File: src/sha256_pkg.sv
package sha256_pkg;

   localparam int WORD_W   = 32;
   localparam int NUM_HASH = 8;
   localparam int WIN_LEN  = 16;

   localparam logic [7:0] PAD_BYTE   = 8'h80;
   localparam logic [5:0] LEN_FILL   = 6'd56;
   localparam logic [5:0] LAST_FILL  = 6'd63;
   localparam logic [5:0] LAST_ROUND = 6'd63;
   localparam logic [2:0] LAST_WORD  = 3'd7;

   localparam logic [31:0] HASH_INIT [0:7] = '{
      32'h6a09e667, 32'hbb67ae85, 32'h3c6ef372, 32'ha54ff53a,
      32'h510e527f, 32'h9b05688c, 32'h1f83d9ab, 32'h5be0cd19
   };

   localparam logic [31:0] ROUND_K [0:63] = '{
      32'h428a2f98, 32'h71374491, 32'hb5c0fbcf, 32'he9b5dba5,
      32'h3956c25b, 32'h59f111f1, 32'h923f82a4, 32'hab1c5ed5,
      32'hd807aa98, 32'h12835b01, 32'h243185be, 32'h550c7dc3,
      32'h72be5d74, 32'h80deb1fe, 32'h9bdc06a7, 32'hc19bf174,
      32'he49b69c1, 32'hefbe4786, 32'h0fc19dc6, 32'h240ca1cc,
      32'h2de92c6f, 32'h4a7484aa, 32'h5cb0a9dc, 32'h76f988da,
      32'h983e5152, 32'ha831c66d, 32'hb00327c8, 32'hbf597fc7,
      32'hc6e00bf3, 32'hd5a79147, 32'h06ca6351, 32'h14292967,
      32'h27b70a85, 32'h2e1b2138, 32'h4d2c6dfc, 32'h53380d13,
      32'h650a7354, 32'h766a0abb, 32'h81c2c92e, 32'h92722c85,
      32'ha2bfe8a1, 32'ha81a664b, 32'hc24b8b70, 32'hc76c51a3,
      32'hd192e819, 32'hd6990624, 32'hf40e3585, 32'h106aa070,
      32'h19a4c116, 32'h1e376c08, 32'h2748774c, 32'h34b0bcb5,
      32'h391c0cb3, 32'h4ed8aa4a, 32'h5b9cca4f, 32'h682e6ff3,
      32'h748f82ee, 32'h78a5636f, 32'h84c87814, 32'h8cc70208,
      32'h90befffa, 32'ha4506ceb, 32'hbef9a3f7, 32'hc67178f2
   };

   typedef struct packed {
      logic [7:0] data_byte;
      logic       byte_present;
      logic       end_of_message;
   } req_type;

   typedef struct packed {
      logic [31:0] digest_word;
      logic [2:0]  word_index;
      logic        last_word;
   } rsp_type;

   typedef enum logic [2:0] {
      S_IDLE,
      S_PAD_80,
      S_PAD_ZERO,
      S_PAD_LEN,
      S_COMPRESS,
      S_UPDATE,
      S_OUTPUT
   } state_type;

   typedef enum logic [1:0] {
      BSEL_MSG,
      BSEL_PAD80,
      BSEL_ZERO,
      BSEL_LEN
   } byte_sel_type;

   typedef struct packed {
      logic         push;
      byte_sel_type byte_sel;
      logic         count_inc;
      logic         load_work;
      logic         round_en;
      logic [5:0]   round;
      logic         hash_update;
      logic         clear;
      logic [2:0]   word;
   } cmd_type;

   typedef struct packed {
      logic [5:0] fill;
   } status_type;

endpackage

File: src/sha256_dp.sv
module sha256_dp (
   input  logic                   clock,
   input  logic                   reset,
   input  sha256_pkg::cmd_type    cmd,
   input  logic [7:0]             msg_byte,
   output sha256_pkg::status_type status,
   output sha256_pkg::rsp_type    rsp_item
);
   import sha256_pkg::*;

   logic [31:0] hash_ff [0:NUM_HASH-1];
   logic [31:0] work_ff [0:NUM_HASH-1];
   logic [31:0] win_ff  [0:WIN_LEN-1];
   logic [23:0] acc_ff;
   logic [5:0]  fill_ff;
   logic [63:0] count_ff;

   logic [7:0]  push_byte;
   logic [31:0] packed_word;
   logic [63:0] len_bits;
   logic [63:0] len_shift;
   logic [31:0] sched_new;
   logic [31:0] t1;
   logic [31:0] t2;

   function automatic logic [31:0] rotr(input logic [31:0] x, input int s);
      return (x >> s) | (x << (32 - s));
   endfunction

   // message length in bits, sent big-endian one byte per pad slot 56..63
   assign len_bits  = {count_ff[60:0], 3'b000};
   assign len_shift = len_bits >> {~fill_ff[2:0], 3'b000};

   always_comb begin
      case (cmd.byte_sel)
         BSEL_MSG:   push_byte = msg_byte;
         BSEL_PAD80: push_byte = PAD_BYTE;
         BSEL_ZERO:  push_byte = 8'h00;
         BSEL_LEN:   push_byte = len_shift[7:0];
         default:    push_byte = 8'h00;
      endcase
   end

   assign packed_word = {acc_ff, push_byte};

   // W[t+16] from the rolling window; W[t] sits in slot 0
   assign sched_new = (rotr(win_ff[14], 17) ^ rotr(win_ff[14], 19) ^ (win_ff[14] >> 10))
                    + win_ff[9]
                    + (rotr(win_ff[1], 7) ^ rotr(win_ff[1], 18) ^ (win_ff[1] >> 3))
                    + win_ff[0];

   assign t1 = work_ff[7]
             + (rotr(work_ff[4], 6) ^ rotr(work_ff[4], 11) ^ rotr(work_ff[4], 25))
             + ((work_ff[4] & work_ff[5]) ^ (~work_ff[4] & work_ff[6]))
             + ROUND_K[cmd.round] + win_ff[0];
   assign t2 = (rotr(work_ff[0], 2) ^ rotr(work_ff[0], 13) ^ rotr(work_ff[0], 22))
             + ((work_ff[0] & work_ff[1]) ^ (work_ff[0] & work_ff[2])
                ^ (work_ff[1] & work_ff[2]));

   always_ff @(posedge clock) begin
      if (reset || cmd.clear) begin
         fill_ff  <= '0;
         count_ff <= '0;
         for (int i = 0; i < NUM_HASH; i++) begin
            hash_ff[i] <= HASH_INIT[i];
         end
      end else begin
         if (cmd.push) begin
            fill_ff <= fill_ff + 6'd1;
         end
         if (cmd.count_inc) begin
            count_ff <= count_ff + 64'd1;
         end
         if (cmd.hash_update) begin
            for (int i = 0; i < NUM_HASH; i++) begin
               hash_ff[i] <= hash_ff[i] + work_ff[i];
            end
         end
      end
   end

   always_ff @(posedge clock) begin
      if (cmd.push) begin
         acc_ff <= packed_word[23:0];
      end
      if (cmd.push && (fill_ff[1:0] == 2'b11)) begin
         for (int i = 0; i < WIN_LEN - 1; i++) begin
            win_ff[i] <= win_ff[i+1];
         end
         win_ff[WIN_LEN-1] <= packed_word;
      end else if (cmd.round_en) begin
         for (int i = 0; i < WIN_LEN - 1; i++) begin
            win_ff[i] <= win_ff[i+1];
         end
         win_ff[WIN_LEN-1] <= sched_new;
      end
   end

   always_ff @(posedge clock) begin
      if (cmd.load_work) begin
         for (int i = 0; i < NUM_HASH; i++) begin
            work_ff[i] <= hash_ff[i];
         end
      end else if (cmd.round_en) begin
         work_ff[7] <= work_ff[6];
         work_ff[6] <= work_ff[5];
         work_ff[5] <= work_ff[4];
         work_ff[4] <= work_ff[3] + t1;
         work_ff[3] <= work_ff[2];
         work_ff[2] <= work_ff[1];
         work_ff[1] <= work_ff[0];
         work_ff[0] <= t1 + t2;
      end
   end

   assign status.fill          = fill_ff;
   assign rsp_item.digest_word = hash_ff[cmd.word];
   assign rsp_item.word_index  = cmd.word;
   assign rsp_item.last_word   = (cmd.word == LAST_WORD);

endmodule

File: src/sha256_ctrl.sv
module sha256_ctrl (
   input  logic                   clock,
   input  logic                   reset,
   input  logic                   req_valid,
   output logic                   req_ready,
   input  logic                   byte_present,
   input  logic                   end_of_message,
   output logic                   rsp_valid,
   input  logic                   rsp_ready,
   input  sha256_pkg::status_type status,
   output sha256_pkg::cmd_type    cmd
);
   import sha256_pkg::*;

   state_type  state_ff, state_in;
   logic [5:0] round_ff, round_in;
   logic [2:0] word_ff, word_in;
   logic       end_pending_ff, end_pending_in;
   logic       pad_started_ff, pad_started_in;
   logic       final_ff, final_in;
   logic       block_full;

   assign block_full = (status.fill == LAST_FILL);

   always_ff @(posedge clock) begin
      if (reset) begin
         state_ff       <= S_IDLE;
         round_ff       <= '0;
         word_ff        <= '0;
         end_pending_ff <= 1'b0;
         pad_started_ff <= 1'b0;
         final_ff       <= 1'b0;
      end else begin
         state_ff       <= state_in;
         round_ff       <= round_in;
         word_ff        <= word_in;
         end_pending_ff <= end_pending_in;
         pad_started_ff <= pad_started_in;
         final_ff       <= final_in;
      end
   end

   always_comb begin
      state_in       = state_ff;
      round_in       = round_ff;
      word_in        = word_ff;
      end_pending_in = end_pending_ff;
      pad_started_in = pad_started_ff;
      final_in       = final_ff;
      case (state_ff)
         S_IDLE: begin
            if (req_valid) begin
               if (byte_present && block_full) begin
                  state_in       = S_COMPRESS;
                  end_pending_in = end_of_message;
               end else if (end_of_message) begin
                  state_in = S_PAD_80;
               end
            end
         end
         S_PAD_80: begin
            pad_started_in = 1'b1;
            state_in       = block_full ? S_COMPRESS : S_PAD_ZERO;
         end
         S_PAD_ZERO: begin
            if (status.fill == LEN_FILL) begin
               state_in = S_PAD_LEN;
            end else if (block_full) begin
               state_in = S_COMPRESS;
            end
         end
         S_PAD_LEN: begin
            if (block_full) begin
               final_in = 1'b1;
               state_in = S_COMPRESS;
            end
         end
         S_COMPRESS: begin
            round_in = round_ff + 6'd1;
            if (round_ff == LAST_ROUND) begin
               state_in = S_UPDATE;
            end
         end
         S_UPDATE: begin
            if (final_ff) begin
               state_in = S_OUTPUT;
            end else if (pad_started_ff) begin
               state_in = S_PAD_ZERO;
            end else if (end_pending_ff) begin
               state_in = S_PAD_80;
            end else begin
               state_in = S_IDLE;
            end
         end
         S_OUTPUT: begin
            if (rsp_ready) begin
               word_in = word_ff + 3'd1;
               if (word_ff == LAST_WORD) begin
                  state_in       = S_IDLE;
                  end_pending_in = 1'b0;
                  pad_started_in = 1'b0;
                  final_in       = 1'b0;
               end
            end
         end
         default: begin
            state_in = S_IDLE;
         end
      endcase
   end

   always_comb begin
      req_ready     = 1'b0;
      rsp_valid     = 1'b0;
      cmd           = '0;
      cmd.byte_sel  = BSEL_MSG;
      cmd.round     = round_ff;
      cmd.word      = word_ff;
      case (state_ff)
         S_IDLE: begin
            req_ready = 1'b1;
            if (req_valid && byte_present) begin
               cmd.push      = 1'b1;
               cmd.count_inc = 1'b1;
               cmd.load_work = block_full;
            end
         end
         S_PAD_80: begin
            cmd.push      = 1'b1;
            cmd.byte_sel  = BSEL_PAD80;
            cmd.load_work = block_full;
         end
         S_PAD_ZERO: begin
            if (status.fill != LEN_FILL) begin
               cmd.push      = 1'b1;
               cmd.byte_sel  = BSEL_ZERO;
               cmd.load_work = block_full;
            end
         end
         S_PAD_LEN: begin
            cmd.push      = 1'b1;
            cmd.byte_sel  = BSEL_LEN;
            cmd.load_work = block_full;
         end
         S_COMPRESS: begin
            cmd.round_en = 1'b1;
         end
         S_UPDATE: begin
            cmd.hash_update = 1'b1;
         end
         S_OUTPUT: begin
            rsp_valid = 1'b1;
            cmd.clear = rsp_ready && (word_ff == LAST_WORD);
         end
         default: begin
            cmd.clear = 1'b0;
         end
      endcase
   end

endmodule

File: src/sha256_message_digest_top.sv
// SHA-256 streaming digest, one message byte per beat.
// Each full 64-byte block is then compressed while req_ready stays low
// (64 rounds on the single round unit plus one hash update).
// End of message: the 0x80 byte and zero pad bytes up to slot 56, a pause with no push,
// then the length bytes in slots 56..63, one or two compressions, then 8 digest beats,
// one per cycle while rsp_ready is high.
// Synchronous active-high reset loads the initial hash and clears length and fill.
module sha256_message_digest_top (
   input  logic                clock,
   input  logic                reset,
   input  logic                req_valid,
   output logic                req_ready,
   input  sha256_pkg::req_type req_item,
   output logic                rsp_valid,
   input  logic                rsp_ready,
   output sha256_pkg::rsp_type rsp_item
);
   import sha256_pkg::*;

   cmd_type    cmd;
   status_type status;

   sha256_ctrl u_ctrl (
      .clock          (clock),
      .reset          (reset),
      .req_valid      (req_valid),
      .req_ready      (req_ready),
      .byte_present   (req_item.byte_present),
      .end_of_message (req_item.end_of_message),
      .rsp_valid      (rsp_valid),
      .rsp_ready      (rsp_ready),
      .status         (status),
      .cmd            (cmd)
   );

   sha256_dp u_dp (
      .clock    (clock),
      .reset    (reset),
      .cmd      (cmd),
      .msg_byte (req_item.data_byte),
      .status   (status),
      .rsp_item (rsp_item)
   );

endmodule
File: config.mk
export PLATFORM = sky130hd
export DESIGN_NAME = sha256_message_digest_top
export DESIGN_NICKNAME = d
export VERILOG_FILES = /design/src/sha256_pkg.sv /design/src/sha256_dp.sv /design/src/sha256_ctrl.sv /design/src/sha256_message_digest_top.sv
export SDC_FILE = /design/constraint.sdc
export NUM_CORES = 2
export LEC_CHECK = 0
export BUFFER_PORTS_ARGS = -buffer_cell sky130_fd_sc_hd__buf_2
export CAP_MARGIN = 20
export CELL_PAD_IN_SITES_DETAIL_PLACEMENT = 0
export CELL_PAD_IN_SITES_GLOBAL_PLACEMENT = 1
export CORE_MARGIN = 2
export CORE_UTILIZATION = 57
export DETAILED_ROUTE_END_ITERATION = 10
export GPL_TIMING_DRIVEN = 0
export PLACE_DENSITY = 0.94
export SYNTH_ARGS = -nofsm -noshare
export SYNTH_HDL_FRONTEND = slang
export SYNTH_SLANG_ARGS = --single-unit
File: constraint.sdc
create_clock -name clock -period 48.3 [get_ports clock]
set_input_delay 7.245 -clock clock [delete_from_list [all_inputs] [get_ports clock]]
set_output_delay 7.245 -clock clock [all_outputs]
set_load 0.01 [all_outputs]
After elaboration in Yosys (flattened, before gate mapping)
Memories as Yosys holds them, arrays and structs flattened. A register that Yosys moved wholly into a read port is not among the register bits.
Cells that the tools add are included.
{"block": "totals", "output_inout_bits": 38, "ram_bits": 1024, "word_cells": 221, "reg_bits": 109, "inputBits": 14, "memories": 4, "romBits": 2048}
{"block": "classes", "addsub": 22, "magnitude_cmp": 1, "bitwise": 61, "reduce_logical": 16, "mux": 85, "shift": 1, "eq_ne": 22}
{"name": "(no name shown)", "words": 64, "word_bits": 32, "rd": 1, "rd_clocked_by_memory_dff": 0, "wr": 0, "line_no": "sha256_dp.sv:55", "rtl": "+ ROUND_K[cmd.round] + win_ff[0];"}
{"name": "u_dp.win_ff", "words": 16, "word_bits": 32, "rd": 16, "rd_clocked_by_memory_dff": 0, "wr": 16, "line_no": "sha256_dp.sv:13", "rtl": "logic [31:0] win_ff [0:WIN_LEN-1];"}
{"name": "u_dp.hash_ff", "words": 8, "word_bits": 32, "rd": 9, "rd_clocked_by_memory_dff": 1, "wr": 8, "line_no": "sha256_dp.sv:11", "rtl": "logic [31:0] hash_ff [0:NUM_HASH-1];"}
{"name": "u_dp.work_ff", "words": 8, "word_bits": 32, "rd": 8, "rd_clocked_by_memory_dff": 0, "wr": 8, "line_no": "sha256_dp.sv:12", "rtl": "logic [31:0] work_ff [0:NUM_HASH-1];"}
{"cell": "two-way mux 32 bit", "count": 34}
{"cell": "adder 32 bit", "count": 18}
{"cell": "XOR 32 bit", "count": 9}
{"cell": "AND 32 bit", "count": 5}
{"cell": "adder 64 x 1 -> 64 bit, second input constant", "count": 1}
{"cell": ">> shifter 64 x 6 -> 8 bit", "count": 1}
{"cell": "two-way mux 3 bit", "count": 14}
{"cell": "NOT 32 bit", "count": 1}
{"cell": "bitwise OR 1 bit", "count": 32}
{"cell": "bitwise OR 10 x 32 -> 32 bit", "count": 1}
{"cell": "bitwise OR 13 x 32 -> 32 bit", "count": 1}
{"cell": "bitwise OR 14 x 32 -> 32 bit", "count": 1}
{"cell": "bitwise OR 15 x 32 -> 32 bit", "count": 1}
{"cell": "bitwise OR 19 x 32 -> 32 bit", "count": 1}
{"cell": "bitwise OR 21 x 32 -> 32 bit", "count": 1}
{"cell": "bitwise OR 25 x 32 -> 32 bit", "count": 1}
{"cell": "bitwise OR 26 x 32 -> 32 bit", "count": 1}
{"cell": "bitwise OR 30 x 32 -> 32 bit", "count": 1}
{"cell": "bitwise OR 7 x 32 -> 32 bit", "count": 1}
{"cell": "one-hot mux 8 bit (4 select lines)", "count": 1}
{"cell": "XOR 32 x 22 -> 32 bit", "count": 1}
{"cell": "XOR 32 x 29 -> 32 bit", "count": 1}
{"cell": "two-way mux 1 bit", "count": 28}
{"cell": "one-hot mux 3 bit (7 select lines)", "count": 1}
{"cell": "29 further kinds", "count": 51}

Depth between registers and ports, before layout
An unclocked memory read counts as a cell.
{"block": "logic_depth", "depth_word": 10, "ltp_mapped": 40, "depth_no_buf": 39}

By module
From an unflattened synthesis, not the netlist that was laid out.
{"block": "unflattened", "hier_cells": 6083, "hier_area_um2": 70124.8}
{"mod": "sha256_dp", "cells_each": 5973, "seq_area_each_um2": 32811.5, "n_inst": 1, "area_per_inst_um2": 69255.2}
{"mod": "sha256_ctrl", "cells_each": 110, "seq_area_each_um2": 300.3, "n_inst": 1, "area_per_inst_um2": 869.6}

Worst setup path before layout
No wires, ideal clock.
{"block": "synth_timing", "kind": "input -> register", "startpoint": "input port req_valid", "endpoint": "memory u_dp.win_ff[0][0], enable pin", "stages": 5, "n_path_buf": 1, "path_slack_ns": 27.294, "setup_time_ns": 0.901, "arrival_time_ns": 20.105, "path_cell_list": "nand3b_1 > a21oi_1 > nand2_1 > clkbuf_1 > nand2_1"}
{"item": "start, declared", "line_no": "sha256_message_digest_top.sv:11", "rtl": "input logic req_valid,"}
{"item": "end, declared", "line_no": "sha256_dp.sv:13"}

==> impl_metrics.tcl <==
set metrics [dict create \
    status "complete, no violations" \
    final_cells 8305 \
    crit_top_cell "fa_1" \
    drt_iter0_drc 7289 \
    die_w_um 353 \
    layout-drive-gt1-share_pct 7.01 \
    drc 0 \
    grtUsageMet2_pct 59.0 \
    initial_core_util_pct 57.3 \
    finClkSkew_ns 0.0775 \
    slew_viol_final 0 \
    cp_top_family "compound AO/OA/AOI/OAI gates" \
    gp_congestion 1.05 \
    post_synth.cell_area_avg_um2 10.9 \
    synth_edf_count 1048 \
    synth_top_area_cell "edfxtp_1" \
    ys.flop_type "edfxtp_1" \
    cp_slowest_cell "dfxtp_1" \
    critical_path_arrival_ns 12.54 \
    r2r_start "u_ctrl.round_ff[0]$_SDFFE_PP0P_" \
    ff2ff_path_depth 36 \
    end_kind "flip-flop" \
    grt_start_max_net_pins 83 \
    finalInstanceArea_um2 76600 \
    period_share_pct 24.9 \
    grt_first_pass_wirelength_um 348000 \
    cp-start-kind "flip-flop" \
    grt_setup_unrepaired "false" \
    synth_top_area_share_pct 45.3 \
    layout.nets 7180 \
    syn_inst 6367 \
    cts_resized 0 \
    synth_area_um2 69500 \
    busiest_layer "met2" \
    cp_max_fo 12 \
    cts_setup_buffers 0 \
    area_delta_synth_final_pct 10.2 \
    grt_overflow_total 0 \
    p_per_area_nw_per_um2 30.3 \
    fin_util_pct 63.1 \
    h-tree-depth 3 \
    cts_tree "done" \
    numCtsBuffers 117 \
    vias_per_cell 6.39 \
    hold_buffers 0 \
    clk_pin_slew_ns 0.06 \
    routedWlPerCell_um 29.3 \
    synthDistinctLibCells 102 \
    antenna_found_initial 14 \
    layout_common_cells "edfxtp_1, nand2_1, ha_1" \
    required_ns 48.79 \
    worst_pin_slew_ns 1.27 \
    die-area_um2 125000 \
    ys_seq_area_share_pct 47.7 \
    ant_nets 0 \
    grtUsageMet1_pct 50.5 \
    grtUsageMet3_pct 8.98 \
    ir_worst_vdd_uv 35.2 \
    critPathMaxStageDelay_ns 0.81 \
    num_vias 53100 \
    finalHoldViolations 0 \
    max-slew-margin-rel_pct 15.4 \
    core-area_um2 121000 \
    track_usage_pct 38.6 \
    crit_start "u_ctrl.round_ff[0]$_SDFFE_PP0P_" \
    cts_sinks 1133 \
    final_common_cell "edfxtp_1" \
    worst-path-buf-inv 5 \
    tns_ns 0 \
    io_buffer_count 51 \
    async_reset_ff_share_pct 0 \
    routed_wl_um 243000 \
    cp.depth 36 \
    ys_seq_elements 1133 \
    max_cap_violations 0 \
    clk_latency_ns 0.80 \
    yosys_warnings 0 \
    synth_nets 6973 \
    fin_crit_ns 12.05 \
    leakage_nw 29.2 \
    max_freq_ghz 0.0830 \
    setup_viol 0 \
    grt_pass1_vias 51500 \
    dr.pass1.iters 6 \
    fp-row-count 128 \
    dp.final_hpwl_um 186000 \
    criticalPathCategory "flip-flop to flip-flop" \
    io-pin-count 52 \
    die_h_um 353 \
    root_buffer "clkbuf_16" \
    ff2ff_setup_slack_ns 36.25 \
    r2r_end "u_dp.work_ff[0][31]$_DFFE_PP_" \
    placed_cells 8076 \
    cts_buffer_depth 3 \
    critPathCapture "u_dp.work_ff[0][31]$_DFFE_PP_" \
    p_total_mw 2.32 \
    place_area_um2 72500 \
    synth_area_leaders "edfxtp_1, ha_1, fa_1" \
    hp-class "flip-flop to flip-flop" \
]
## worst register-to-register path, delay by kind of cell, from the launching register on
kind / cells / cell delay [ns]
xor+xnor: 2 / 0.76
simple gates: 3 / 0.98
flops: 1 / 0.81
fa+ha+maj: 8 / 3.43
buf+inv: 5 / 1.49
compound gates: 18 / 4.31
## cells by family (layout without fill, tap and decap cells)
kind of cell,after synthesis,in the layout,synth area share (%)
AO/OA/AOI/OAI,1315,1315,11.9
XOR/XNOR,611,611,7.70
adder cells (fa/ha/maj),616,616,13.1
buffers and inverters,582,887,3.17
flip-flops,1133,1133,47.7
multiplexers,169,169,4.08
other,0,8,0
AND/OR/NAND/NOR,1941,1941,12.4
## cell usage after synthesis (all sizes together), types with 40 or more instances
master	count
a211oi	50
fa	195
mux2	42
clkbuf	240
mux2i	40
nand2	991
nand3	96
nand2b	91
a21o	158
ha	397
edfxtp	1048
nor3	81
inv	308
dfxtp	85
a21oi	387
nor2b	68
o21bai	45
xor2	238
mux4	87
o21a	60
nor2	393
o21ai	347
xnor2	373
## sequential cells by signal, indices dropped and copies added, names as in the netlist, named ones only
signal	flops
u_dp.count_ff	61
u_ctrl.state_ff	3
u_ctrl.final_ff	1
u_dp.win_ff	512
u_dp.hash_ff	256
u_ctrl.end_pending_ff	1
u_ctrl.round_ff	6
u_ctrl.word_ff	3
u_dp.acc_ff	24
u_dp.work_ff	256
u_ctrl.pad_started_ff	1
u_dp.status	6
## layout make-up
class / count / area, µm²
clock buffer: 143 / 3100
inverter: 308 / 1160
clock inverter: 74 / 955
sequential: 1133 / 33200
multi-input combinational: 4652 / 34200
fill: 9628 / 44800
antenna: 8 / 20.0
timing repair buffer: 88 / 950
buffer: 274 / 1060
tap: 1625 / 2030
## through the flow
| stage | setup WS, ns | hold slack (ns) |
|---|---|---|
| floorplan | 27.29 | 0.400 |
| global placement | 22.63 | 0.400 |
| detailed placement | 36.80 | 0.405 |
| CTS | 36.69 | 0.398 |
| global route | 36.21 | 0.402 |
| finish | 36.25 | 0.409 |
## worst min path at each step
stage                                  startpoint                             to  slack, ns  cells after the start
detailed placement  u_dp.win_ff[0][136]$_DFFE_PP_  u_dp.win_ff[0][104]$_DFFE_PP_       0.40                      0
floorplan           u_dp.win_ff[0][132]$_DFFE_PP_  u_dp.win_ff[0][100]$_DFFE_PP_       0.40                      0
finish              u_dp.win_ff[0][189]$_DFFE_PP_  u_dp.win_ff[0][157]$_DFFE_PP_       0.41                      0
global placement    u_dp.win_ff[0][277]$_DFFE_PP_  u_dp.win_ff[0][245]$_DFFE_PP_       0.40                      0
global route        u_dp.win_ff[0][155]$_DFFE_PP_  u_dp.win_ff[0][123]$_DFFE_PP_       0.40                      0
CTS                 u_dp.win_ff[0][155]$_DFFE_PP_  u_dp.win_ff[0][123]$_DFFE_PP_       0.40                      0
## layer usage
layer	routed length, µm	vias to the layer above
li1	-	23200
met1	91700	26100
met2	107000	3153
met3	27300	641
met4	16600	10
met5	60	-
## report_power, final
group          internal (mW)  total, mW  switching, mW
clock network          0.550      0.969          0.419
registers               1.10       1.12         0.0187
logic                 0.0924      0.239          0.146
Note: power is estimated with default switching activity, not from simulation.
